**src/rtl/lpsm_pkg.sv**
```systemverilog
// ----------------------------------------------------------------------------
// lpsm_pkg
// Shared types and constants for the layer priority shadow/highlight mixer.
// ----------------------------------------------------------------------------
package lpsm_pkg;

  localparam int unsigned PixelW   = 7;
  localparam int unsigned IndexW   = 9;
  localparam int unsigned ModeW    = 2;
  localparam int unsigned AddrW    = 4;
  localparam int unsigned DataW    = 32;

  // register index taken from paddr[3:2]
  typedef enum logic [1:0] {
    REG_BG_COLOR  = 2'd0,
    REG_SH_ON     = 2'd1,
    REG_DISP_ON   = 2'd2,
    REG_UNUSED    = 2'd3
  } reg_idx_e;

  // pixel source picked by the priority network
  typedef enum logic [1:0] {
    SRC_A  = 2'd0,
    SRC_B  = 2'd1,
    SRC_S  = 2'd2,
    SRC_BG = 2'd3
  } src_e;

  // palette modes
  localparam logic [ModeW-1:0] ModeShadow    = 2'd0;
  localparam logic [ModeW-1:0] ModeNormal    = 2'd1;
  localparam logic [ModeW-1:0] ModeHighlight = 2'd2;

  // sprite operator codes
  localparam logic [PixelW-1:0] SprNormalLo = 7'h70;
  localparam logic [PixelW-1:0] SprNormalHi = 7'h72;
  localparam logic [PixelW-1:0] SprHilite   = 7'h73;
  localparam logic [PixelW-1:0] SprShadow   = 7'h7b;

  // decoded layer flags from the first stage
  typedef struct packed {
    logic a_opaque;
    logic a_strong;
    logic a_pri;
    logic b_opaque;
    logic b_strong;
    logic b_pri;
    logic s_opaque;
    logic s_strong;
    logic s_pri;
    logic s_force_normal;
    logic s_hilite;
    logic s_shadow;
  } layer_flags_t;

endpackage

```
**src/rtl/layer_priority_shadow_mixer.sv**
```systemverilog
// ----------------------------------------------------------------------------
// layer_priority_shadow_mixer
// Per-pixel compositor of plane A, plane B and sprite with shadow/highlight
// palette modes, configured through an APB-style register port.
// ----------------------------------------------------------------------------
// A request moves through stage 1, 2 and 3 registers. Throughput: one pixel
// per cycle while the output is not stalled; the three stages each hold one
// request and advance independently, so bubbles close up under output stall.
// Reset: pipeline valid bits clear; background colour, shadow/highlight
// enable and display enable all reset to zero.
module layer_priority_shadow_mixer (
  input  logic                            clk_i,
  input  logic                            rst_ni,
  // apb register port
  input  logic                            psel,
  input  logic                            penable,
  input  logic                            pwrite,
  input  logic [lpsm_pkg::AddrW-1:0]      paddr,
  input  logic [lpsm_pkg::DataW-1:0]      pwdata,
  output logic [lpsm_pkg::DataW-1:0]      prdata,
  output logic                            pready,
  // pixel input
  input  logic                            in_valid_i,
  output logic                            in_stall_o,
  input  logic [lpsm_pkg::PixelW-1:0]     plane_a_pixel_i,
  input  logic [lpsm_pkg::PixelW-1:0]     plane_b_pixel_i,
  input  logic [lpsm_pkg::PixelW-1:0]     sprite_pixel_i,
  // mixed output
  output logic                            out_valid_o,
  input  logic                            out_stall_i,
  output logic [lpsm_pkg::IndexW-1:0]     palette_index_o,
  output logic                            blank_o
);

  // configuration registers
  logic [lpsm_pkg::PixelW-1:0] bg_color_q;
  logic                        sh_on_q;
  logic                        disp_on_q;
  logic                        cfg_wr;
  lpsm_pkg::reg_idx_e          reg_idx;

  // pipeline control
  logic v1_q, v2_q, v3_q;
  logic adv1, adv2, adv3;

  // stage 1 payload
  lpsm_pkg::layer_flags_t      flags_q;
  logic [lpsm_pkg::PixelW-1:0] a1_q, b1_q, s1_q;

  // stage 2 logic and payload
  lpsm_pkg::src_e              back_src, front_src, sel_src;
  logic [lpsm_pkg::ModeW-1:0]  base_mode, mode_d;
  logic [lpsm_pkg::PixelW-1:0] color_d;
  logic [lpsm_pkg::ModeW-1:0]  mode_q;
  logic [lpsm_pkg::PixelW-1:0] color_q;

  // stage 3 payload
  logic [lpsm_pkg::IndexW-1:0] index_d, index_q;
  logic                        blank_q;

  lpsm_pkg::layer_flags_t      flags_d;

  // register port decode
  assign pready  = 1'b1;
  assign cfg_wr  = psel & penable & pwrite;
  assign reg_idx = lpsm_pkg::reg_idx_e'(paddr[3:2]);

  always_ff @(posedge clk_i or negedge rst_ni) begin
    if (!rst_ni) begin
      bg_color_q <= '0;
      sh_on_q    <= 1'b0;
      disp_on_q  <= 1'b0;
    end else if (cfg_wr) begin
      case (reg_idx)
        lpsm_pkg::REG_BG_COLOR: bg_color_q <= pwdata[lpsm_pkg::PixelW-1:0];
        lpsm_pkg::REG_SH_ON:    sh_on_q    <= pwdata[0];
        lpsm_pkg::REG_DISP_ON:  disp_on_q  <= pwdata[0];
        default: ;
      endcase
    end
  end

  // register readback
  always_comb begin
    prdata = '0;
    case (reg_idx)
      lpsm_pkg::REG_BG_COLOR: prdata[lpsm_pkg::PixelW-1:0] = bg_color_q;
      lpsm_pkg::REG_SH_ON:    prdata[0] = sh_on_q;
      lpsm_pkg::REG_DISP_ON:  prdata[0] = disp_on_q;
      default:                prdata = '0;
    endcase
  end

  // each stage loads when empty or when the one after it moves on
  assign adv3       = !v3_q || !out_stall_i;
  assign adv2       = !v2_q || adv3;
  assign adv1       = !v1_q || adv2;
  assign in_stall_o = !adv1;

  always_ff @(posedge clk_i or negedge rst_ni) begin
    if (!rst_ni) begin
      v1_q <= 1'b0;
      v2_q <= 1'b0;
      v3_q <= 1'b0;
    end else begin
      if (adv1) v1_q <= in_valid_i;
      if (adv2) v2_q <= v1_q;
      if (adv3) v3_q <= v2_q;
    end
  end

  // stage 1: decode opacity, priority and sprite operator codes
  always_comb begin
    flags_d.a_opaque       = |plane_a_pixel_i[6:3];
    flags_d.a_pri          = plane_a_pixel_i[2];
    flags_d.a_strong       = flags_d.a_opaque & flags_d.a_pri;
    flags_d.b_opaque       = |plane_b_pixel_i[6:3];
    flags_d.b_pri          = plane_b_pixel_i[2];
    flags_d.b_strong       = flags_d.b_opaque & flags_d.b_pri;
    flags_d.s_opaque       = |sprite_pixel_i[6:3];
    flags_d.s_pri          = sprite_pixel_i[2];
    flags_d.s_strong       = flags_d.s_opaque & flags_d.s_pri;
    flags_d.s_force_normal = (sprite_pixel_i >= lpsm_pkg::SprNormalLo) &&
                             (sprite_pixel_i <= lpsm_pkg::SprNormalHi);
    flags_d.s_hilite       = (sprite_pixel_i == lpsm_pkg::SprHilite);
    flags_d.s_shadow       = (sprite_pixel_i == lpsm_pkg::SprShadow);
  end

  always_ff @(posedge clk_i) begin
    if (adv1) begin
      flags_q <= flags_d;
      a1_q    <= plane_a_pixel_i;
      b1_q    <= plane_b_pixel_i;
      s1_q    <= sprite_pixel_i;
    end
  end

  // stage 2: priority network, mode and colour select
  always_comb begin
    if (flags_q.a_strong || (flags_q.a_opaque && !flags_q.b_strong)) begin
      back_src = lpsm_pkg::SRC_A;
    end else if (flags_q.b_opaque) begin
      back_src = lpsm_pkg::SRC_B;
    end else begin
      back_src = lpsm_pkg::SRC_BG;
    end

    if (flags_q.s_strong ||
        (flags_q.s_opaque && !flags_q.b_strong && !flags_q.a_strong)) begin
      front_src = lpsm_pkg::SRC_S;
    end else begin
      front_src = back_src;
    end

    base_mode = {1'b0, flags_q.a_pri | flags_q.b_pri};
    sel_src   = front_src;

    if (!sh_on_q) begin
      mode_d = lpsm_pkg::ModeNormal;
    end else if (front_src == lpsm_pkg::SRC_S) begin
      if (flags_q.s_force_normal) begin
        mode_d = lpsm_pkg::ModeNormal;
      end else if (flags_q.s_hilite) begin
        sel_src = back_src;
        mode_d  = base_mode + lpsm_pkg::ModeNormal;
      end else if (flags_q.s_shadow) begin
        sel_src = back_src;
        mode_d  = lpsm_pkg::ModeShadow;
      end else begin
        mode_d  = base_mode | {1'b0, flags_q.s_pri};
      end
    end else begin
      mode_d = base_mode;
    end

    case (sel_src)
      lpsm_pkg::SRC_A:  color_d = a1_q;
      lpsm_pkg::SRC_B:  color_d = b1_q;
      lpsm_pkg::SRC_S:  color_d = s1_q;
      lpsm_pkg::SRC_BG: color_d = bg_color_q;
      default:          color_d = bg_color_q;
    endcase
  end

  always_ff @(posedge clk_i) begin
    if (adv2) begin
      mode_q  <= mode_d;
      color_q <= color_d;
    end
  end

  // stage 3: palette index assembly and blanking
  assign index_d = disp_on_q ? {mode_q, color_q} : '0;

  always_ff @(posedge clk_i) begin
    if (adv3) begin
      index_q <= index_d;
      blank_q <= !disp_on_q;
    end
  end

  assign out_valid_o     = v3_q;
  assign palette_index_o = index_q;
  assign blank_o         = blank_q;

endmodule
```
**config.mk**
```make
export PLATFORM = sky130hd
export DESIGN_NAME = layer_priority_shadow_mixer
export DESIGN_NICKNAME = d
export VERILOG_FILES = /design/src/rtl/lpsm_pkg.sv /design/src/rtl/layer_priority_shadow_mixer.sv
export SDC_FILE = /design/constraint.sdc
export NUM_CORES = 1
export LEC_CHECK = 0
export BUFFER_PORTS_ARGS = -buffer_cell sky130_fd_sc_hd__buf_2
export CAP_MARGIN = 15
export CORE_ASPECT_RATIO = 1.4
export CORE_MARGIN = 5
export CORE_UTILIZATION = 52
export DETAILED_ROUTE_END_ITERATION = 8
export PLACE_DENSITY = 0.9
export SLEW_MARGIN = 25
export SYNTH_ARGS = -nofsm -noshare
export SYNTH_HDL_FRONTEND = slang
export SYNTH_SLANG_ARGS = --single-unit
```
**constraint.sdc**
```tcl
create_clock -name clk_i -period 5.8 [get_ports clk_i]
set_clock_uncertainty 0.1 [all_clocks]
set_input_delay 0.29 -clock clk_i [delete_from_list [all_inputs] [get_ports clk_i]]
set_output_delay 0.29 -clock clk_i [all_outputs]
set_load 0.01 [all_outputs]
```
==> results.yml <==
setup_path:
  worstSetupPathType: "reg2reg"
  cp-start-kind: "register"
  crit_arrival_ns: 1.83
  required_ns: 5.76
  crit_fanout: 11
  critical_path.endpoint_type: "register"
placement:
  placed_cell_area_mm2: 0.00299
  dp_hpwl_mm: 3.44
  port_buffers: 55
  routabilityCongestion: 0.888
clocking:
  clock_path_buffers: 2
  clk_pin_slew_ns: 0.06
  cts_sinks: 61
  numCtsBuffers: 9
  cts_tree: "done"
  root_buffer: "clkbuf_8"
  cts_setup_buffers: 0
  clk_latency_ns: 0.32
  htreeDepth: 3
global_routing:
  grtUsageMet2: 0.239
  met3_usage: 0.0449
  grt_start_max_net_pins: 33
  gr-usage-met1: 0.136
  grt-busiest-layer: "met2"
  grt_pass1_wl_mm: 7.02
  grt.total_usage: 0.138
  antenna_found_initial: 0
  grt_pass1_vias: 1546
  grt_overflow: 0
drt:
  drc: 0
  wl_mm: 4.47
  vias: 1638
  post_drt_via_cell_ratio: 4.99
  postRouteAntennaNets: 0
  drtPass1Iterations: 4
  wl_per_cell_um: 13.6
  drtIter0Drc: 37
power:
  p_leak_nw: 1.29
  ir_drop_uv: 216
  power_density_mw_per_mm2: 330
finish:
  drive_above_1_share: 0.317
  num_antenna_cells: 0
  design_area_mm2: 0.00318
  nets: 321
  syn_to_final_growth_pct: 14.9
synth:
  synth-async-reset-ratio: 0.197
  synth.largest_area_cell: "edfxtp_1"
  yosys_warnings: 0
  synthDistinctLibCells: 37
  synth.most_common_cell: "edfxtp_1"
  ys.flop_type: "edfxtp_1"
  synthTopCellsByArea: "edfxtp_1, dfrtp_1, buf_4, and2_1, mux2_2"
  syn-cell-area_mm2: 0.00276
  synth_seq_cells: 61
  synth_edf_count: 49
  ys_seq_area_frac: 0.641
  syn_avg_cell_area_um2: 14.1
  synthCells: 196
  synth_commonest_cells: "edfxtp_1, buf_4, and2_1"
  synth_top_area_frac: 0.532
timing:
  finalMaxSlewViolations: 0
  tightestPinTransition_ns: 0.696
  post-route-min-period_ns: 1.87
  rsz0062_at_grt: "false"
  setup_viol_count_final: 0
  fmax_ghz: 0.534
  fin_tns_setup_ns: 0
  slew_headroom: 0.534
  timing.final.crit_share: 0.323
  hold_violations: 0
min_path:
  min_path_type: "in2reg"
floorplan:
  coreArea_mm2: 0.00516
  row_count: 31
  dieArea_mm2: 0.00689
  fp.dieH_um: 96.3
  initial_core_util: 0.536
  die_x_um: 71.6
  io_pins: 109
status:
  status: "finished, final reports clean"
flow_run:
  cap_violations: 0
logic make-up after synthesis:
kind of cell,Yosys count,synth area share
AOI/OAI and AO/OA,34,0.0937
DFF,61,0.641
and+or+nand+nor,54,0.132
muxes,10,0.0403
other,2,0.00272
buffers and inverters,35,0.0901
repair_timing:
action	in CTS	in global routing
endpoints found under the hold margin	12	0
resized for setup	0	0
hold buffers	1	0
endpoints found under the setup margin	0	0
flip-flops by register name, indices dropped and copies added (netlist names):
name             flops
a1_q                 7
b1_q                 7
bg_color_q           7
blank_o              1
color_q              7
disp_on_q            1
flags_q              9
mode_q               2
out_valid_o          1
palette_index_o      9
s1_q                 7
sh_on_q              1
v1_q                 1
v2_q                 1
critical path, stage by stage (launching register included):
cell,delay (ns)
edfxtp_1,0.52
nor3b_2,0.63
o22a_4,0.27
o31ai_1,0.09
power breakdown:
part           switching [mW]  internal [mW]  leakage, nW  total, mW
clock network           0.145          0.193       0.0888      0.338
logic                  0.0760         0.0625        0.562      0.139
registers              0.0310          0.541        0.644      0.572
total                   0.252          0.797         1.29       1.05
metal layers:
metal	vias up	wire, um
met3	12	367
met5	-	0
met2	64	2370
met4	0	167
li1	809	-
met1	753	1570
cells in the final DEF (no fill, tap or decap), drive strengths merged, types with 7 or more instances in the layout:
master,synthesis,layout
a2111oi,7,7
a21oi,8,8
and2,18,18
buf,28,56
clkbuf,3,10
conb,2,26
dfrtp,12,12
edfxtp,49,49
mux2,9,9
o221ai,7,7
o31ai,8,8
path summary, 6_finish.rpt:
path,depth (start not counted),slack [ns],endpoint,from
max reg2reg,3,3.93,color_q[4]$_DFFE_PP_,flags_q[10]$_DFFE_PN_
max in group asynchronous,2,5.11,out_valid_o$_DFFE_PN0P_,rst_ni
min in group asynchronous,2,0.27,bg_color_q[2]$_DFFE_PN0P_,rst_ni
min,1,0.04,a1_q[1]$_DFFE_PN_,plane_a_pixel_i[1]
max,3,3.93,color_q[4]$_DFFE_PP_,flags_q[10]$_DFFE_PN_
min reg2reg,1,0.36,v2_q$_DFFE_PN0P_,v1_q$_DFFE_PN0N_
final cells by class:
class	instances	area (um^2)
clock inverter	6	53.8
tap	66	82.6
timing repair buffer	57	293
clock buffer	10	128
fill	407	1980
sequential	61	1770
inverter	4	15.0
multi-input combinational	124	833
metrics by stage:
stage	power, mW	std cells	worst slack, ns	hold WS [ns]	utilization
after global routing	1.10	328	3.79	0.0120	0.616
final	1.05	328	3.93	0.0381	0.616
after floorplan	0.683	220	3.70	-0.106	-
after global placement	0.712	311	4.03	0.0754	0.579
after CTS	1.06	328	3.94	0.0160	0.616
after detailed placement	0.719	311	3.94	0.0831	0.579
Note: power is estimated with default switching activity, not from simulation.
